## config.mk

```make
export PLATFORM = sky130hd
export DESIGN_NAME = bds_ctrl
export DESIGN_NICKNAME = d
export VERILOG_FILES = /design/src/rtl/bds_pkg.sv /design/src/rtl/bds_ctrl.sv
export SDC_FILE = /design/constraint.sdc
export NUM_CORES = 1
export LEC_CHECK = 0
export BUFFER_PORTS_ARGS = -buffer_cell sky130_fd_sc_hd__buf_4
export CELL_PAD_IN_SITES_DETAIL_PLACEMENT = 0
export CELL_PAD_IN_SITES_GLOBAL_PLACEMENT = 2
export CORE_AREA = 3 3 96 98
export CTS_CLUSTER_DIAMETER = 60
export DETAILED_ROUTE_END_ITERATION = 12
export DIE_AREA = 0 0 99 101
export PLACE_DENSITY = 0.85
export SLEW_MARGIN = 10
export SYNTH_ARGS = -nofsm -noshare
export SYNTH_HDL_FRONTEND = slang
export SYNTH_SLANG_ARGS = --single-unit
```

## constraint.sdc

```tcl
create_clock -name aclk -period 3.75 [get_ports aclk]
set_input_delay 0.75 -clock aclk [delete_from_list [all_inputs] [get_ports aclk]]
set_output_delay 0.75 -clock aclk [all_outputs]
set_load 0.02 [all_outputs]
```

## src/rtl/bds_pkg.sv

```systemverilog
`timescale 1ns / 1ps
// Shared types, sizes and register indexes of the 2x2 box downsampler.
package bds_pkg;

    localparam int MAX_WIDTH  = 1024;
    localparam int MAX_HEIGHT = 4096;

    localparam int PIX_W   = 8;                    // one color channel
    localparam int PAIR_W  = PIX_W + 1;            // sum of two channel values
    localparam int SUM_W   = PIX_W + 2;            // sum of four channel values
    localparam int LINE_W  = 3 * SUM_W;            // one line store entry

    localparam int COL_W   = $clog2(MAX_WIDTH);
    localparam int ROW_W   = $clog2(MAX_HEIGHT);
    localparam int EW_W    = COL_W + 1;            // holds MAX_WIDTH itself
    localparam int EH_W    = ROW_W + 1;            // holds MAX_HEIGHT itself

    localparam int LINE_DEPTH = MAX_WIDTH / 2;
    localparam int LINE_AW    = $clog2(LINE_DEPTH);

    localparam int CFG_WIDTH_W = 11;
    localparam int CFG_HEIGHT_W = 13;
    localparam int CFG_DATA_W  = 13;
    localparam int CFG_IDX_W   = 8;

    localparam int TDATA_W = 24;

    localparam logic [CFG_IDX_W-1:0] CFG_IMAGE_WIDTH  = CFG_IDX_W'(0);
    localparam logic [CFG_IDX_W-1:0] CFG_IMAGE_HEIGHT = CFG_IDX_W'(1);

    localparam logic [EW_W-1:0] WIDTH_RESET  = EW_W'(256);
    localparam logic [EH_W-1:0] HEIGHT_RESET = EH_W'(256);

    typedef struct packed {
        logic [PIX_W-1:0] red;
        logic [PIX_W-1:0] green;
        logic [PIX_W-1:0] blue;
    } pixel_t;

    // Where the current beat sits in the frame.
    typedef struct packed {
        logic               col_odd;
        logic               row_odd;
        logic               col_last;
        logic               row_last;
        logic [LINE_AW-1:0] idx;
    } pos_t;

    // Clear the low bit, then clamp to 2..MAX_WIDTH.
    function automatic logic [EW_W-1:0] eff_width(input logic [CFG_WIDTH_W-1:0] v);
        logic [CFG_WIDTH_W-1:0] v_even;
        logic [EW_W-1:0]        res;
        v_even = {v[CFG_WIDTH_W-1:1], 1'b0};
        if (v_even < CFG_WIDTH_W'(2)) begin
            res = EW_W'(2);
        end else if (32'(v_even) > MAX_WIDTH) begin
            res = EW_W'(MAX_WIDTH);
        end else begin
            res = EW_W'(v_even);
        end
        return res;
    endfunction

    // Clear the low bit, then clamp to 2..MAX_HEIGHT.
    function automatic logic [EH_W-1:0] eff_height(input logic [CFG_HEIGHT_W-1:0] v);
        logic [CFG_HEIGHT_W-1:0] v_even;
        logic [EH_W-1:0]         res;
        v_even = {v[CFG_HEIGHT_W-1:1], 1'b0};
        if (v_even < CFG_HEIGHT_W'(2)) begin
            res = EH_W'(2);
        end else if (32'(v_even) > MAX_HEIGHT) begin
            res = EH_W'(MAX_HEIGHT);
        end else begin
            res = EH_W'(v_even);
        end
        return res;
    endfunction

endpackage

```

## src/rtl/bds_ctrl.sv

```systemverilog
`timescale 1ns / 1ps
// Size registers and the column/row counters that place each beat in the frame.
module bds_ctrl (
    input  logic                           aclk,
    input  logic                           aresetn,
    input  logic                           cfg_valid,
    input  logic [bds_pkg::CFG_IDX_W-1:0]  cfg_index,
    input  logic [bds_pkg::CFG_DATA_W-1:0] cfg_data,
    input  logic                           advance,
    output bds_pkg::pos_t                  pos
);

    logic [bds_pkg::EW_W-1:0]  width_reg,  width_next;
    logic [bds_pkg::EH_W-1:0]  height_reg, height_next;
    logic [bds_pkg::COL_W-1:0] col_reg,    col_next;
    logic [bds_pkg::ROW_W-1:0] row_reg,    row_next;
    logic                      col_last;
    logic                      row_last;

    // Store the clamped sizes so the per-beat compare stays short.
    always_comb begin
        width_next  = width_reg;
        height_next = height_reg;
        if (cfg_valid) begin
            if (cfg_index == bds_pkg::CFG_IMAGE_WIDTH) begin
                width_next = bds_pkg::eff_width(cfg_data[bds_pkg::CFG_WIDTH_W-1:0]);
            end else if (cfg_index == bds_pkg::CFG_IMAGE_HEIGHT) begin
                height_next = bds_pkg::eff_height(cfg_data[bds_pkg::CFG_HEIGHT_W-1:0]);
            end
        end
    end

    assign col_last = ({1'b0, col_reg} + bds_pkg::EW_W'(1)) >= width_reg;
    assign row_last = ({1'b0, row_reg} + bds_pkg::EH_W'(1)) >= height_reg;

    always_comb begin
        col_next = col_reg;
        row_next = row_reg;
        if (advance) begin
            if (col_last) begin
                col_next = '0;
                row_next = row_last ? '0 : row_reg + bds_pkg::ROW_W'(1);
            end else begin
                col_next = col_reg + bds_pkg::COL_W'(1);
            end
        end
    end

    always_ff @(posedge aclk) begin
        if (!aresetn) begin
            width_reg  <= bds_pkg::WIDTH_RESET;
            height_reg <= bds_pkg::HEIGHT_RESET;
            col_reg    <= '0;
            row_reg    <= '0;
        end else begin
            width_reg  <= width_next;
            height_reg <= height_next;
            col_reg    <= col_next;
            row_reg    <= row_next;
        end
    end

    assign pos.col_odd  = col_reg[0];
    assign pos.row_odd  = row_reg[0];
    assign pos.col_last = col_last;
    assign pos.row_last = row_last;
    assign pos.idx      = col_reg[bds_pkg::COL_W-1:1];

endmodule

```

# == Word-level counts from Yosys, hierarchy flattened ==
# Cells that the tools add are included.
# word_totals
reg_bits,46
latch_bits,0
ramBits,0
mem_bits_ro,0
out_inout_bits,13
mem_count,0
# op_classes
n_addsub,4
mul,0
n_div,0
magnitude_cmp,6
n_eq_ne,1
shifts,0
n_mux,6
bitwise_logic,1
n_reduce_logical,4
# op_table
cell,count
two-way mux 13 bit,2
two-way mux 11 bit,2
"adder 12 x 1 -> 13 bit, second input constant",1
>= comparator 13 bit,1
"> comparator 13 bit, second input constant",1
"< comparator 13 x 2 -> 1 bit, second input constant",1
"adder 12 x 1 -> 12 bit, second input constant",1
two-way mux 12 bit,1
"adder 10 x 1 -> 11 bit, second input constant",1
>= comparator 11 bit,1
"> comparator 11 bit, second input constant",1
"< comparator 11 x 2 -> 1 bit, second input constant",1
"adder 10 x 1 -> 10 bit, second input constant",1
two-way mux 10 bit,1
"equality test 8 x 1 -> 1 bit, second input constant",1
logical NOT 8 bit,1
AND reduction 2 bit,2
AND reduction 3 bit,1
NOT 1 bit,1

# == Depth between registers and ports, before layout ==
# depth
ltp_word,3
depth_mapped,13
ltp_nobuf,13

# == Least setup slack after synthesis ==
# No wires, ideal clock.
# synth_timing
path_type,register -> output
startpoint,reg col_reg[0] (netlist bit)
endpoint,out pos[10] (netlist bit)
arrival_time_ns,2.792
required_ns,3.000
setup_slack_ns,0.208
stages_incl_launch_ff,14
cell_sequence,dfxtp_1 > ha_1 > and3_1 > clkbuf_1 > nand3_1 > xnor2_1 > ha_1 > o21a_1 > a21oi_1 > o21ai_1 > a21oi_2 > clkbuf_1 > inv_1 > buf_4
# synth_via
elab_chain_len,2
# synth_rtl
element,line_no,rtl
from (decl),bds_ctrl.sv:15,"logic [bds_pkg::COL_W-1:0] col_reg, col_next;"
from (signal assigned),bds_ctrl.sv:58,col_reg <= col_next;
adder 10 x 1 -> 11 bit,bds_ctrl.sv:33,"assign col_last = ({1'b0, col_reg} + bds_pkg::EW_W'(1)) >= width_reg;"
>= comparator 11 bit,bds_ctrl.sv:33,
to (decl),bds_ctrl.sv:10,output bds_pkg::pos_t pos
# No other way between the ends.

==> metrics.md <==
| Metric | Value |
|---|---|
| Met1 Use GR | 0.201 |
| Dpl cells | about 480 |
| Grt ovf | 0 |
| DP HPWL | just over 5000 µm |
| Syn-to-layout area delta | 19.1% |
| Critical path class | reg2out |
| Total number of vias | 2475 |
| Worst-path cell chain | ha_4 > and3_1 > nand3_1 > nor2_2 > nand3_1 > xnor2_2 > ha_1 > nand4_1 > a2111oi_4 > nor2_2 > inv_1 > buf_4 |
| Met3 global-route usage | 0.0263 |
| IO Pins | 38 |
| Setup TNS Final | 0 ps |
| Die Area | around 10000 µm² |
| Die X | just under 100 µm |
| Hold Startpoint | width_reg[2]$_SDFFE_PN0P_ |
| CTS root buf | clkbuf_8 |
| Post-route cell area | ~3400 µm² |
| FF-to-FF Start | col_reg[0]$_SDFFE_PN0P_ |
| Synth Register Bits | 44 |
| Vias per cell | between 5 and 6 |
| Syn. warnings | 0 |
| CTS Hold Bufs | 0 |
| Power Dens Cells | 276 nW/µm² |
| Status | finished clean |
| Worst-margin pin slew | roughly 770 ps |
| Drt wl/cell | about 15 µm |
| GRT Overall Usage | 0.151 |
| Final max-slew violation count | 0 |
| Arr. time, crit path | roughly 2800 ps |
| Delay of the slowest critical-path stage | between 300 and 400 ps |
| Cells after synthesis | between 300 and 400 |
| Leak | about 1.3 nW |
| Skew-Pair Late Insertion Delay | slightly above 300 ps |
| Finish-stage setup viols | 0 |
| I/O Buffers | 36 |
| Syn_area_per_cell | slightly above 8 µm² |
| Total chip power | about 0.9 mW |
| Most common cell after layout, fill and taps aside | buf_4 |
| DIE HEIGHT | 101 µm |
| Initial antenna violation count | 0 |
| H-tree levels | 2 |
| Final #Nets | 426 |
| Fin crit share | 0.938 |
| Rel. slew slack | 0.485 |
| Clock-pin transition on the worst setup and hold timing paths | roughly 90 ps |
| Mapped Nets | 392 |
| Final antenna diode count | 0 |
| Vias in the first global route | about 2500 |
| FMAX | around 280 MHz |
| Critical Path RT | around 3000 ps |
| GPL Wtd Cong | between 0.7 and 0.8 |
| Final ANT Viol Nets | 0 |
| Fin. Hold Viols | 0 |
| CP startpoint kind | register |
| Post-synth EDFFs | 0 |
| Most frequent cells in the layout | buf_4, dfxtp_1, nand2_1 |
| Finished Layout Cells | 486 |
| First-pass GRT wire length | 12200 µm |
| Post-Syn Area | 2820 µm² |
| Sequential-to-total area share from yosys stat | 0.312 |
| Reg2reg setup slack | between 500 and 600 ps |
| Primary FF master, synth | dfxtp_1 |
| Worst Hold Class | reg2reg |
| Largest net degree at the start of global routing | 23 |
| Grt peak-use layer | met2 |
| Crit. Startpoint | row_reg[0]$_SDFFE_PN0P_ |
| CTS tree | built |
| Maxcap violations | 0 |
| Initial Util | 0.330 |
| DRC | 0 |
| Placed cell area | between 3000 and 4000 µm² |
| CTS buffer count | 5 |
| Core ar. | approximately 8600 µm² |
| Layout cells sized above 1 | 0.193 |
| Clock Skew | 5.06 ps |
| Drt first pass iters | 4 |
| Maximum clock path buffer count | 2 |
| Initial DRC Count | 66 |
| Period minus WS final | ~3500 ps |
| M2 GR Usage | 0.254 |
| Slowest CP cell | dfxtp_1 |
| Synth cell types | 54 |
| Clock sink count | 44 |
| Final wirelength | between 7000 and 8000 µm |
| # rows | 34 |
| Crit Path Max Fanout | 5 |
| CP Capture Type | output pin |
| Post-synthesis async set-or-reset flop share | 0 |
| Max VDD drop | around 0.14 mV |
| RSZ-0062 raised after global routing | no |
[report_power, final]
group	switching [mW]	total (mW)	internal, mW
combinational	0.0355	0.0665	0.0310
sequential	0.00275	0.472	0.469
clock	0.188	0.389	0.201
total	0.226	0.927	0.701
[what timing repair did]
action / 4_1_cts / 5_1_grt
gates resized for setup: 2 / 8
buffers inserted: 1 / 0
pin swaps: 1 / 3
endpoints found under the setup margin: 1 / 2
[final timing paths]
check	to	depth (start not counted)
worst max-delay path	pos[9]	12
worst min register to register	width_reg[2]$_SDFFE_PN0P_	2
worst min-delay path	width_reg[2]$_SDFFE_PN0P_	2
worst max register to register	row_reg[7]$_SDFFE_PN0P_	10
[worst max-delay path, delay by kind of cell, from the launching register on]
kind / cells / cell delay (ps)
AND/OR/NAND/NOR: 6 / 950
adder cells (fa/ha/maj): 2 / 470
flip-flops: 1 / 390
AO/OA/AOI/OAI: 1 / 290
buffers and inverters: 2 / 190
XOR/XNOR: 1 / 170
[through the flow]
step / hold WS (ps) / setup slack (ps) / utilization
finish: 454 / 234 / 0.393
global route: 476 / 13.1 / 0.393
CTS: 459 / 43.6 / 0.388
detailed placement: 445 / 235 / 0.373
global placement: 443 / 237 / 0.373
floorplan: 432 / 208 / -
[layout make-up]
cell class / count / area (µm²)
fillers: 896 / 5190
well taps: 108 / 135
flip-flops and latches: 44 / 882
repair buffers: 44 / 330
inverters: 31 / 116
multi-input cells: 251 / 1780
clock inverters: 3 / 46.3
clock buffers: 5 / 68.8
[cells in the mapped netlist, types with 2 or more instances]
| library cell | n | area share |
|---|---|---|
| a21oi_1 | 26 | 0.046 |
| a22o_1 | 7 | 0.022 |
| a31oi_1 | 10 | 0.022 |
| a32o_1 | 2 | 0.0071 |
| and2_1 | 3 | 0.0067 |
| and3_1 | 8 | 0.018 |
| buf_2 | 2 | 0.0036 |
| buf_4 | 3 | 0.0080 |
| clkbuf_1 | 11 | 0.015 |
| dfxtp_1 | 44 | 0.31 |
| ha_1 | 24 | 0.11 |
| inv_1 | 31 | 0.041 |
| nand2_1 | 32 | 0.043 |
| nand2b_1 | 11 | 0.024 |
| nand3_1 | 23 | 0.041 |
| nand3b_1 | 9 | 0.024 |
| nand4_1 | 4 | 0.0089 |
| nand4b_1 | 3 | 0.0093 |
| nor2_1 | 14 | 0.019 |
| nor2b_1 | 2 | 0.0044 |
| nor3_1 | 6 | 0.011 |
| nor3b_1 | 5 | 0.013 |
| nor4_1 | 2 | 0.0044 |
| o211ai_1 | 3 | 0.0080 |
| o21a_1 | 2 | 0.0053 |
| o21ai_0 | 7 | 0.012 |
| o2bb2ai_1 | 2 | 0.0062 |
| o311ai_0 | 2 | 0.0062 |
| o31ai_1 | 2 | 0.0053 |
| o31ai_2 | 2 | 0.0089 |
| or4_4 | 2 | 0.0080 |
| xnor2_1 | 11 | 0.034 |
| xor2_1 | 7 | 0.022 |
[layer usage]
layer,vias up,share of wire
li1,1287,-
met1,1151,0.48
met2,32,0.48
met3,5,0.030
met4,0,0.0084
met5,-,0
[cell families after synthesis]
kind of cell | after synthesis | share of synthesized area
flops | 44 | 0.312
fa+ha+maj | 24 | 0.107
mux | 1 | 0.00355
compound gates | 76 | 0.187
xor+xnor | 18 | 0.0559
buf+inv | 48 | 0.0715
simple gates | 132 | 0.263
No activity file was read; power rests on OpenSTA's default activity.
