--- src/rtl/bds_pkg.sv ---
`timescale 1ns / 1ps
// Shared types, sizes and register indexes of the 2x2 box downsampler.
package bds_pkg;

    localparam int MAX_WIDTH  = 1024;
    localparam int MAX_HEIGHT = 4096;

    localparam int PIX_W   = 8;                    // one color channel
    localparam int PAIR_W  = PIX_W + 1;            // sum of two channel values
    localparam int SUM_W   = PIX_W + 2;            // sum of four channel values
    localparam int LINE_W  = 3 * SUM_W;            // one line store entry

    localparam int COL_W   = $clog2(MAX_WIDTH);
    localparam int ROW_W   = $clog2(MAX_HEIGHT);
    localparam int EW_W    = COL_W + 1;            // holds MAX_WIDTH itself
    localparam int EH_W    = ROW_W + 1;            // holds MAX_HEIGHT itself

    localparam int LINE_DEPTH = MAX_WIDTH / 2;
    localparam int LINE_AW    = $clog2(LINE_DEPTH);

    localparam int CFG_WIDTH_W = 11;
    localparam int CFG_HEIGHT_W = 13;
    localparam int CFG_DATA_W  = 13;
    localparam int CFG_IDX_W   = 8;

    localparam int TDATA_W = 24;

    localparam logic [CFG_IDX_W-1:0] CFG_IMAGE_WIDTH  = CFG_IDX_W'(0);
    localparam logic [CFG_IDX_W-1:0] CFG_IMAGE_HEIGHT = CFG_IDX_W'(1);

    localparam logic [EW_W-1:0] WIDTH_RESET  = EW_W'(256);
    localparam logic [EH_W-1:0] HEIGHT_RESET = EH_W'(256);

    typedef struct packed {
        logic [PIX_W-1:0] red;
        logic [PIX_W-1:0] green;
        logic [PIX_W-1:0] blue;
    } pixel_t;

    // Where the current beat sits in the frame.
    typedef struct packed {
        logic               col_odd;
        logic               row_odd;
        logic               col_last;
        logic               row_last;
        logic [LINE_AW-1:0] idx;
    } pos_t;

    // Clear the low bit, then clamp to 2..MAX_WIDTH.
    function automatic logic [EW_W-1:0] eff_width(input logic [CFG_WIDTH_W-1:0] v);
        logic [CFG_WIDTH_W-1:0] v_even;
        logic [EW_W-1:0]        res;
        v_even = {v[CFG_WIDTH_W-1:1], 1'b0};
        if (v_even < CFG_WIDTH_W'(2)) begin
            res = EW_W'(2);
        end else if (32'(v_even) > MAX_WIDTH) begin
            res = EW_W'(MAX_WIDTH);
        end else begin
            res = EW_W'(v_even);
        end
        return res;
    endfunction

    // Clear the low bit, then clamp to 2..MAX_HEIGHT.
    function automatic logic [EH_W-1:0] eff_height(input logic [CFG_HEIGHT_W-1:0] v);
        logic [CFG_HEIGHT_W-1:0] v_even;
        logic [EH_W-1:0]         res;
        v_even = {v[CFG_HEIGHT_W-1:1], 1'b0};
        if (v_even < CFG_HEIGHT_W'(2)) begin
            res = EH_W'(2);
        end else if (32'(v_even) > MAX_HEIGHT) begin
            res = EH_W'(MAX_HEIGHT);
        end else begin
            res = EH_W'(v_even);
        end
        return res;
    endfunction

endpackage

--- src/rtl/bds_avg.sv ---
`timescale 1ns / 1ps
// Pair sums, line store traffic and the four-pixel mean into the result register.
module bds_avg (
    input  logic                        aclk,
    input  logic                        aresetn,
    input  logic                        accept,
    input  bds_pkg::pixel_t             pixel,
    input  bds_pkg::pos_t               pos,
    input  logic                        out_ready,
    output logic                        ram_wr_en,
    output logic [bds_pkg::LINE_W-1:0]  ram_wr_data,
    output logic                        ram_rd_en,
    output logic [bds_pkg::LINE_AW-1:0] ram_addr,
    input  logic [bds_pkg::LINE_W-1:0]  ram_rd_data,
    output logic                        out_valid,
    output bds_pkg::pixel_t             out_pixel,
    output logic                        out_last
);

    localparam int SW = bds_pkg::SUM_W;

    bds_pkg::pixel_t           held_reg;
    logic [bds_pkg::PAIR_W-1:0] pr, pg, pb;
    logic [SW-1:0]             sr, sg, sb;
    logic                      produce;
    logic                      valid_reg, valid_next;
    bds_pkg::pixel_t           pix_reg;
    logic                      last_reg;

    // Capture the even-column pixel of each pair.
    always_ff @(posedge aclk) begin
        if (accept && !pos.col_odd) begin
            held_reg <= pixel;
        end
    end

    assign pr = {1'b0, held_reg.red}   + {1'b0, pixel.red};
    assign pg = {1'b0, held_reg.green} + {1'b0, pixel.green};
    assign pb = {1'b0, held_reg.blue}  + {1'b0, pixel.blue};

    // Even rows store the pair sum; odd rows fetch it one beat early.
    assign ram_addr    = pos.idx;
    assign ram_wr_en   = accept && pos.col_odd && !pos.row_odd;
    assign ram_wr_data = {SW'(pr), SW'(pg), SW'(pb)};
    assign ram_rd_en   = accept && !pos.col_odd && pos.row_odd;

    assign sr = ram_rd_data[3*SW-1:2*SW] + SW'(pr);
    assign sg = ram_rd_data[2*SW-1:SW]   + SW'(pg);
    assign sb = ram_rd_data[SW-1:0]      + SW'(pb);

    assign produce = accept && pos.col_odd && pos.row_odd;

    always_comb begin
        valid_next = valid_reg;
        if (produce) begin
            valid_next = 1'b1;
        end else if (out_ready) begin
            valid_next = 1'b0;
        end
    end

    always_ff @(posedge aclk) begin
        if (!aresetn) begin
            valid_reg <= 1'b0;
        end else begin
            valid_reg <= valid_next;
        end
    end

    always_ff @(posedge aclk) begin
        if (produce) begin
            pix_reg.red   <= sr[SW-1:2];
            pix_reg.green <= sg[SW-1:2];
            pix_reg.blue  <= sb[SW-1:2];
            last_reg      <= pos.col_last && pos.row_last;
        end
    end

    assign out_valid = valid_reg;
    assign out_pixel = pix_reg;
    assign out_last  = last_reg;

endmodule

--- config.mk ---
export PLATFORM = sky130hd
export DESIGN_NAME = bds_avg
export DESIGN_NICKNAME = d
export VERILOG_FILES = /design/src/rtl/bds_pkg.sv /design/src/rtl/bds_avg.sv
export SDC_FILE = /design/constraint.sdc
export NUM_CORES = 1
export LEC_CHECK = 0
export BUFFER_PORTS_ARGS = -buffer_cell sky130_fd_sc_hd__buf_2
export CAP_MARGIN = 10
export CORE_MARGIN = 5
export CORE_UTILIZATION = 53
export CTS_BUF_LIST = sky130_fd_sc_hd__clkbuf_4 sky130_fd_sc_hd__clkbuf_8 sky130_fd_sc_hd__clkbuf_16
export CTS_CLUSTER_SIZE = 16
export DETAILED_ROUTE_END_ITERATION = 7
export GPL_TIMING_DRIVEN = 0
export PLACE_DENSITY = 0.89
export SLEW_MARGIN = 20
export SYNTH_ARGS = -nofsm -noshare
export SYNTH_HDL_FRONTEND = slang
export SYNTH_SLANG_ARGS = --single-unit
--- constraint.sdc ---
create_clock -name aclk -period 5.46 [get_ports aclk]
set_input_delay 0.273 -clock aclk [delete_from_list [all_inputs] [get_ports aclk]]
set_output_delay 0.273 -clock aclk [all_outputs]
set_load 0.005 [all_outputs]
## Word-level counts from Yosys, hierarchy flattened

Index checks and enable logic that the tools add are counted.

- Register bits after elaboration: 50
- Input port bits: 71
- Output and inout port bits: 67
- Logic and storage cells: 25

- $add $sub $neg: 6
- Mux-type cells: 2
- Reductions and logical operators: 9

Operator list:

| operator | count |
|---|---|
| $add A10 B9 Y10 | 3 |
| $add A8 B8 Y9 | 3 |
| $logic_and A1 B1 Y1 | 6 |
| $logic_not A1 Y1 | 2 |
| $mux W1 | 2 |
| $reduce_bool A2 Y1 | 1 |

## Depth between registers and ports, before layout

Gate-level depths: netlist (run 1).

- Word-level depth: 3
- Mapped depth: 14

## Least setup slack after synthesis (run 1)

No wires, ideal clock.

- Path kind: register to register
- Start point: register held_reg[8] in the netlist's numbering
- End point: register pix_reg (netlist bit out_pixel[15]) (data pin)
- Library setup time: 0.258 ns
- Arrival: 2.940 ns
- Required time: 5.202 ns
- Slack: 2.262 ns
- Cell stages (with the launch flop): 14
- Cells stage by stage: edfxtp_1 > ha_1 > fa_1 > a21o_1 > a21oi_1 > o21ai_0 > nor2_1 > xnor2_1 > ha_1 > a21o_1 > a221o_1 > a31o_2 > a21oi_1 > xnor2_1

- Cells in the longest elaborated chain, start to end: 2

RTL lines:

| what | line | RTL |
|---|---|---|
| start: declaration | bds_avg.sv:22 | `bds_pkg::pixel_t held_reg;` |
| start signal: assignment | bds_avg.sv:33 | `held_reg <= pixel;` |
| $add A8 B8 Y9 | bds_avg.sv:38 | `assign pg = {1'b0, held_reg.green} + {1'b0, pixel.green};` |
| net ram_wr_data, one bit | bds_avg.sv:11 | `output logic [bds_pkg::LINE_W-1:0] ram_wr_data,` |
| $add A10 B9 Y10 | bds_avg.sv:48 | `assign sg = ram_rd_data[2*SW-1:SW] + SW'(pg);` |
| net sg[9] | bds_avg.sv:24 | `logic [SW-1:0] sr, sg, sb;` |
| end: declaration | bds_avg.sv:27 | `bds_pkg::pixel_t pix_reg;` |

The timed path passes the listed nets, and every way through them passes these cells.
A chain may end at the register's enable or synchronous reset.

## Worst setup path in the final report (run 1)

- Start point: register held_reg[0] in the netlist's numbering
- End point: register pix_reg (netlist bit out_pixel[7]) (data pin)

- Cells in the longest elaborated chain, start to end: 2

RTL lines:

| what | line | RTL |
|---|---|---|
| $add A8 B8 Y9 | bds_avg.sv:39 | `assign pb = {1'b0, held_reg.blue} + {1'b0, pixel.blue};` |
| $add A10 B9 Y10 | bds_avg.sv:49 | `assign sb = ram_rd_data[SW-1:0] + SW'(pb);` |
| net sb[9] | bds_avg.sv:24 |  |

The timed path passes the listed nets, and every way through them passes these cells.

==> impl_metrics.json, run 1 <==
{
  "crit_chain": "ha_1 > fa_1 > a21o_1 > a21oi_1 > nor2_1 > a211oi_1 > xnor2_1 > ha_1 > clkbuf_1 > nand3_1 > o311ai_0 > a21oi_1 > xnor2_1",
  "worst_slack_ps": 1860,
  "grt_max_degree": 27,
  "cp-startpoint": "held_reg[0]",
  "r2r-start": "held_reg[0]",
  "clk_latency_ps": 300,
  "grt_overflow": 0,
  "viasPerCell": 5.34,
  "ir_worst_vdd_mv": 0.173,
  "cts_setup_buffers": 0,
  "synth_area_um2": 3460,
  "grtUsageMet3_pct": 4.08,
  "antenna_found_initial": 0,
  "place_congestion": 0.931,
  "drt_wl_total_mm": 7.62,
  "coreArea_um2": 6350,
  "cpMaxStageDelayCell": "o311ai_0",
  "crit_type": "reg -> reg",
  "ant_nets": 0,
  "arrival_ps": 3660,
  "yosysSeqAreaShare_pct": 43.1,
  "finClkSkew_ps": 6.17,
  "io_pins": 138,
  "cts_tree": "built",
  "static-leakage-power_nw": 1.99,
  "synth_ff_type": "edfxtp_1",
  "dpl.hpwl_mm": 6.44,
  "tns_ps": 0,
  "vias": 2749,
  "async_flop_share_pct": 0,
  "max_cap_viol_count": 0,
  "clkTransAtPathRegs_ps": 90,
  "drt_iter0_markers": 89,
  "max_stage_delay_ps": 450,
  "final_nets": 560,
  "drc_errors": 0,
  "cts_sinks": 50,
  "worstSetupStartpointType": "flop",
  "status": "completed",
  "synth_edf_count": 49,
  "layout_common_cells": "buf_2 (125), ha_1 (49), edfxtp_1 (49)",
  "post_drt_wl_per_cell_um": 14.8,
  "numCtsBuffers": 5,
  "rsz0062_at_grt": "no",
  "groute.layer.met1.usage_pct": 20.9,
  "crit_path_max_fanout": 7,
  "finalSetupViolCount": 0,
  "cp_top_family": "compound AO/OA/AOI/OAI gates",
  "path_buf_inv": 1,
  "synth_warnings": 0,
  "grt_pass1_wl_mm": 12.7,
  "area_delta_synth_final_pct": 25.4,
  "relSlewSlack_pct": 52.4,
  "layout-drive-gt1-share_pct": 35.6,
  "cp-end-kind": "flop",
  "synth-seq-cells": 50,
  "globalRouteMet2Util_pct": 34.2,
  "yosysUniqueCellTypes": 45,
  "crit_required_ps": 5520,
  "drtPass1Iterations": 4,
  "cellPowerDensity_nw_per_um2": 310,
  "die_h_um": 90.8,
  "root_buffer": "clkbuf_8",
  "max_freq_mhz": 277,
  "postSynthCellCount": 303,
  "cts_hold_buf": 0,
  "initial_core_util_pct": 54.5,
  "cts_resized": 0,
  "final_common_cell": "buf_2",
  "worstMarginPinSlew_ps": 712,
  "rows": 29,
  "cts_max_level": 2,
  "die_w_um": 90.8,
  "final_hold_viol_count": 0,
  "cts_buffer_depth": 2,
  "timing.final.crit_share_pct": 66.0,
  "hp-start": "pixel[15]",
  "n_antenna_cell": 0,
  "die_area_um2": 8250,
  "portBuffers": 125,
  "grt.busiest_layer": "met2",
  "finalCriticalPeriod_ps": 3600,
  "worstHoldPathType": "in -> reg",
  "grtUsageTotal_pct": 18.5,
  "timing.final.max_slew_violations": 0,
  "dp_slack_ps": 1850,
  "grt_pass1_vias": 2844,
  "synth.avg_cell_area_um2": 11.4
}
-- path summary, 6_finish.rpt --
check / end / slack, ps / cells after the start
max: out_pixel[7] / 1860 / 13
min: held_reg[15] / 160 / 1
max reg2reg: out_pixel[7] / 1860 / 13
min reg2reg: out_valid / 600 / 2
-- power by group --
group,total [mW],switching [mW],internal [mW]
combinational,0.543,0.279,0.264
sequential,0.490,0.00777,0.482
clock,0.313,0.118,0.195
total,1.35,0.405,0.942
-- metal layers --
| layer | up-vias | wire length (um) |
|---|---|---|
| li1 | 1390 | - |
| met2 | 90 | 3940 |
| met5 | - | 0 |
| met1 | 1255 | 3010 |
| met4 | 0 | 149 |
| met3 | 14 | 515 |
-- cells in the mapped netlist (3+ instances only) --
cell	count	share of area [%]
edfxtp_1	49	43
ha_1	49	18
xnor2_1	27	6.8
nor2_1	20	2.2
a21oi_1	18	2.6
nand2_1	14	1.5
xor2_1	13	3.3
buf_4	12	2.6
a21o_1	9	2.0
nand3_1	9	1.3
nor3_1	9	1.3
and2_1	8	1.4
inv_1	8	0.87
a211oi_1	7	1.5
nor2b_1	5	0.90
or3_1	4	0.72
fa_1	3	1.7
o211ai_1	3	0.65
o21ai_0	3	0.43
-- logic make-up after synthesis --
family / share of synthesized area [%]
other: 0.108
muxes: 0.289
DFF: 43.1
buffers and inverters: 3.69
xor gates and xnor gates: 10.1
AOI/OAI and AO/OA: 12.1
adders and majority gates: 19.4
and+or+nand+nor: 11.1
-- stage by stage --
stage | utilization (%) | instances | power [mW] | instance area (um^2) | hold slack [ps]
6_report | 68.4 | 515 | 1.35 | 4340 | 161
5_1_grt | 68.4 | 515 | 1.45 | 4340 | 143
4_1_cts | 68.4 | 515 | 1.36 | 4340 | 149
3_5_place_dp | 66.1 | 507 | 1.04 | 4200 | 471
3_3_place_gp | 66.0 | 507 | 1.01 | 4190 | 468
2_1_floorplan | - | 305 | 0.880 | 3470 | 372
-- layout make-up --
cell class | instances | area (um^2)
Multi-Input combinational cell | 233 | 1860
Clock buffer | 6 | 82.6
Fill cell | 477 | 2010
Sequential cell | 50 | 1490
Timing Repair Buffer | 125 | 626
Clock inverter | 2 | 60.1
Inverter | 8 | 30.0
Buffer | 14 | 97.6
Tap cell | 77 | 96.3
No activity file was read; power rests on OpenSTA's default activity.
==> run 2, diff against run 1 <==
Settings changed: ABC_AREA set to 1, CORE_UTILIZATION 53 to 46, PLACE_DENSITY 0.89 to 0.8.
Clock period 5.46 ns to 3.19 ns, I/O delays scaled along.
==> run 2 against run 1 <==
Critical path depth shrank 1. Global-route usage shrank 1.5 points. Worst hold slack lost 120 ps. Non-clock buffer count grew 1. Sequential power grew 68%. Flip-flop and latch count is the same. Largest power group unchanged.
==> impl_metrics.json, run 2 <==
{
  "cts_buffer_depth": 2,
  "worstMarginPinSlew_ps": 751,
  "static-leakage-power_nw": 2.67,
  "synth_ff_type": "edfxtp_1",
  "grt_max_degree": 25,
  "drc_errors": 0,
  "area_delta_synth_final_pct": 22.6,
  "rows": 34,
  "coreArea_um2": 8590,
  "hold_ws_ps": 43.7,
  "dp_slack_ps": 463,
  "rsz0062_at_grt": "no",
  "worstSetupStartpointType": "flop",
  "ir_worst_vdd_mv": 0.197,
  "synthDominantCellAreaShare_pct": 36.9,
  "cp-end-kind": "flop",
  "vias": 3531,
  "drt_wl_total_mm": 9.07,
  "n_antenna_cell": 0,
  "die_w_um": 103,
  "place_congestion": 0.872,
  "crit_required_ps": 3260,
  "grt_pass1_vias": 3498,
  "initial_core_util_pct": 46.4,
  "cts_hold_buf": 0,
  "grt_overflow": 0,
  "max_cap_viol_count": 0,
  "fin_area_um2": 4880,
  "finClkSkew_ps": 8.76,
  "arrival_ps": 2800,
  "synth_area_um2": 3990,
  "synth.avg_cell_area_um2": 8.27,
  "sequentialPowerShare_pct": 36.9,
  "finalCriticalPeriod_ps": 2730,
  "portBuffers": 125,
  "cts_sinks": 50,
  "final_hold_viol_count": 0,
  "grtUsageTotal_pct": 17.1,
  "postSynthCellCount": 482,
  "regToRegSetupSlack_ps": 460,
  "grt_pass1_wl_mm": 14.6,
  "crit_path_max_fanout": 4,
  "switching_share_pct": 37.8,
  "status": "completed",
  "root_buffer": "clkbuf_8",
  "antenna_found_initial": 0,
  "p_clk_share_pct": 17.5,
  "cts_resized": 0,
  "cts_tree": "built",
  "cts_max_level": 2,
  "synth_top_area_cell": "edfxtp_1",
  "viasPerCell": 4.85,
  "die_area_um2": 10600,
  "worstHoldPathType": "in -> reg",
  "yosysSeqAreaShare_pct": 37.4,
  "comb_power_share_pct": 45.7,
  "synth-seq-cells": 50,
  "yosysMostFrequentCell": "nand2_1",
  "die_h_um": 103,
  "clk_latency_ps": 300,
  "dpl.hpwl_mm": 7.79,
  "synth_warnings": 0,
  "layout_common_cells": "nand2_1 (149), buf_2 (125), inv_1 (68)",
  "ant_nets": 0,
  "drt_iter0_markers": 90,
  "final_common_cell": "nand2_1",
  "max_freq_mhz": 366,
  "post_drt_wl_per_cell_um": 12.5,
  "internal_power_mw": 1.39,
  "timing.final.crit_share_pct": 85.7,
  "timing.final.max_slew_violations": 0,
  "crit_type": "reg -> reg",
  "cts_setup_buffers": 0,
  "numCtsBuffers": 5,
  "yosysUniqueCellTypes": 31,
  "fin_util_pct": 56.8,
  "io_pins": 138,
  "layout-drive-gt1-share_pct": 27.7,
  "synth_area_leaders": "edfxtp_1 (37%), ha_1 (15%), nand2_1 (14%)",
  "worst_slack_ps": 457,
  "synthTopCellsByCount": "nand2_1 (149), inv_1 (68), edfxtp_1 (49), ha_1 (49), nand3_1 (28)",
  "relSlewSlack_pct": 49.8,
  "async_flop_share_pct": 0,
  "clkTransAtPathRegs_ps": 110,
  "switchingPower_uw": 842,
  "synth_edf_count": 49,
  "cellPowerDensity_nw_per_um2": 456,
  "finalSetupViolCount": 0,
  "final_nets": 742,
  "postPlaceCellArea_um2": 4790,
  "drtPass1Iterations": 4
}
## run 2: per-stage QoR
step | instances | setup TNS (ps) | power [mW]
3_5_place_dp | 720 | 0 | 1.86
2_1_floorplan | 484 | 0 | 1.56
6_report | 728 | 0 | 2.23
4_1_cts | 728 | 0 | 2.25
3_3_place_gp | 717 | -4330 | 1.81
5_1_grt | 728 | 0 | 2.43
## run 2: power groups by stage
stage	clock network [mW]	registers, mW	logic (mW)
after global routing	0.432	0.826	1.17
after floorplan	0	0.841	0.719
after global placement	0	0.838	0.976
after CTS	0.406	0.823	1.02
final	0.389	0.822	1.02
after detailed placement	0	0.838	1.02
## run 2: kinds of logic (layout without fill, tap and decap cells)
group / count (synthesis) / count (layout) / share of synthesized area, %
compound gates: 48 / 48 / 7.85
xor+xnor: 20 / 20 / 4.40
fa+ha+maj: 52 / 52 / 16.9
buf+inv: 83 / 219 / 8.95
flops: 50 / 50 / 37.4
other cells: 1 / 3 / 0.0941
simple gates: 228 / 228 / 24.4
## run 2: worst max-delay path: stages (launching register included)
cell and delay (ps):
edfxtp_1 390, ha_1 240, fa_1 430, a31oi_1 190
xor2_1 150, inv_1 70, ha_1 350, a21oi_2 220
nor2_1 60, nor2_1 160, nand2_1 90, nand2_1 80
nand2_1 60
## run 2: metal layers
| layer | wire (um) | GRT usage, % | share of wire, % | vias to the layer above |
|---|---|---|---|---|
| li1 | - | - | - | 1855 |
| met2 | 4440 | 32.2 | 49 | 111 |
| met1 | 3860 | 19.9 | 43 | 1551 |
| met3 | 644 | 3.04 | 7.1 | 14 |
| met5 | 0 | 0 | 0 | - |
| met4 | 117 | 3.98 | 1.3 | 0 |
## run 2: final timing paths
path | end | start | depth (start not counted)
worst max-delay path | out_pixel[13] | held_reg[8] | 12
worst min-delay path | held_reg[6] | pixel[6] | 1
worst max register to register | out_pixel[13] | held_reg[8] | 12
worst min register to register | out_valid | out_valid | 3
## run 2: final cells by class
| type | instances | area, um^2 |
|---|---|---|
| Multi-Input combinational cell | 351 | 2160 |
| Clock buffer | 5 | 68.8 |
| Tap cell | 108 | 135 |
| Fill cell | 791 | 3710 |
| Timing Repair Buffer | 128 | 652 |
| Sequential cell | 50 | 1490 |
| Clock inverter | 3 | 23.8 |
| Buffer | 12 | 90.1 |
| Inverter | 71 | 267 |
==> run 3, diff against run 2 <==
--- a/config.mk
+++ b/config.mk
@@ -11,3 +11,3 @@
 export CORE_MARGIN = 5
-export CORE_UTILIZATION = 46
+export CORE_UTILIZATION = 35
 export CTS_BUF_LIST = sky130_fd_sc_hd__clkbuf_4 sky130_fd_sc_hd__clkbuf_8 sky130_fd_sc_hd__clkbuf_16
@@ -16,3 +16,3 @@
 export GPL_TIMING_DRIVEN = 0
-export PLACE_DENSITY = 0.8
+export PLACE_DENSITY = 0.65
 export SLEW_MARGIN = 20
==> constraint.sdc (replaced) <==
create_clock -name aclk -period 3.19 [get_ports aclk]
set_input_delay 0.638 -clock aclk [delete_from_list [all_inputs] [get_ports aclk]]
set_output_delay 0.638 -clock aclk [all_outputs]
set_load 0.005 [all_outputs]
==> run 3 against run 2 <==
Final cell count is 4.7% higher. Worst hold slack improved by 500 ps. Utilization down 12 points. Power is 10% higher. Wire length shrank 0.65%. Count of clock-buffer cells in the layout up 2. Critical endpoint is now out_pixel[7]. Largest power group unchanged.
==> impl_metrics.json, run 3 (synthesized netlist as in run 2, its figures left out) <==
{
  "clk_latency_ps": 290,
  "die_w_um": 117,
  "worstSetupStartpointType": "input port",
  "io_pins": 138,
  "coreArea_um2": 11300,
  "grt_overflow": 0,
  "hold_ws_ps": 542,
  "fin_util_pct": 44.4,
  "seqCellArea_um2": 1490,
  "cp_common_cell": "nand2_1",
  "cts_buffer_depth": 2,
  "placed_cells": 754,
  "grt_pass1_wl_mm": 14.5,
  "viasPerCell": 4.56,
  "status": "completed",
  "timing.final.max_slew_violations": 0,
  "rows": 39,
  "die_h_um": 117,
  "die_area_um2": 13600,
  "crit_required_ps": 3240,
  "cts_max_level": 2,
  "place_congestion": 0.893,
  "ir_worst_vdd_mv": 0.198,
  "arrival_ps": 2870,
  "cp-end-kind": "flop",
  "cts_resized": 0,
  "drtPass1Iterations": 6,
  "multiInputGateArea_um2": 2160,
  "drc_errors": 0,
  "worstMarginPinSlew_ps": 741,
  "drt_wl_total_mm": 9.01,
  "timing.final.crit_share_pct": 88.5,
  "post_drt_wl_per_cell_um": 11.8,
  "relSlewSlack_pct": 50.5,
  "grt_pass1_vias": 3463,
  "cpMaxStageDelayCell": "fa_1",
  "initial_core_util_pct": 35.4,
  "n_antenna_cell": 0,
  "portBuffers": 125,
  "crit_type": "in -> reg",
  "final_cells": 762,
  "cts_sinks": 50,
  "root_buffer": "clkbuf_16",
  "layout-drive-gt1-share_pct": 27.6,
  "finClkSkew_ps": 7.15,
  "cellPowerDensity_nw_per_um2": 492,
  "cts_tree": "built",
  "layout_common_cells": "nand2_1 (149), buf_2 (125), inv_1 (68)",
  "final_common_cell": "nand2_1",
  "static-leakage-power_nw": 2.71,
  "finalSetupViolCount": 0,
  "crit_path_max_fanout": 4,
  "dp_slack_ps": 53.6,
  "max_stage_delay_ps": 400,
  "clkTransAtPathRegs_ps": 70,
  "vias": 3474,
  "worstHoldPathType": "in -> reg",
  "max_freq_mhz": 354,
  "numCtsBuffers": 5,
  "worst_slack_ps": 367,
  "cts_hold_buf": 0,
  "ant_nets": 0,
  "finalCriticalPeriod_ps": 2820,
  "cts_setup_buffers": 0,
  "drt_iter0_markers": 128,
  "crit_chain": "buf_2 > ha_1 > fa_1 > nand3_1 > nand2_1 > nand3_1 > nand2_1 > nand2_1 > nand2_1 > ha_1 > nand2_1 > inv_1 > a21oi_1 > nand3_2 > nand2_1 > nand2_1",
  "rsz0062_at_grt": "no",
  "final_hold_viol_count": 0,
  "antenna_found_initial": 0,
  "final_nets": 741,
  "nFillCells": 1105,
  "max_cap_viol_count": 0,
  "grt_max_degree": 25,
  "dpl.hpwl_mm": 7.88,
  "grtUsageTotal_pct": 13.1,
  "area_delta_synth_final_pct": 25.5
}
run 3: final timing paths:
check | from | endpoint | slack, ps | depth (start not counted)
worst min-delay path | pixel[12] | held_reg[12] | 540 | 1
worst max-delay path | pixel[0] | out_pixel[7] | 370 | 16
worst min register to register | out_valid | out_valid | 600 | 3
worst max register to register | held_reg[0] | out_pixel[7] | 470 | 15
run 3: routing by layer:
metal / global-route usage [%] / routed length (um) / up-vias
met1: 15.4 / 3850 / 1515
met4: 3.13 / 61 / 0
li1: - / - / 1844
met2: 23.8 / 4320 / 109
met3: 3.52 / 778 / 6
met5: 0 / 0 / -
run 3: layout make-up:
class	instances	share of cell area [%]
Tap cell	143	3.58
Buffer	12	1.80
Timing Repair Buffer	127	12.8
Sequential cell	50	29.8
Multi-Input combinational cell	351	43.1
Clock inverter	1	0.600
Clock buffer	7	2.93
Inverter	71	5.33
run 3: report_power, final:
group / internal [mW] / total [mW] / switching, mW / leakage (nW)
registers: 0.810 / 0.823 / 0.0124 / 0.463
clock network: 0.400 / 0.625 / 0.225 / 0.0875
logic: 0.418 / 1.01 / 0.594 / 2.16
run 3: worst max-delay path: cells and delay by family:
| kind | cells | cell delay [ps] |
|---|---|---|
| compound gates | 1 | 240 |
| fa+ha+maj | 3 | 940 |
| buf+inv | 2 | 170 |
| simple gates | 10 | 860 |
run 3: stage by stage:
stage	total power, mW	instance area [um^2]	setup TNS (ps)
floorplan	1.56	3990	0
finish	2.46	5000	0
global route	2.67	5000	0
detailed placement	1.85	4820	0
global placement	1.83	4800	-20270
CTS	2.50	5000	0
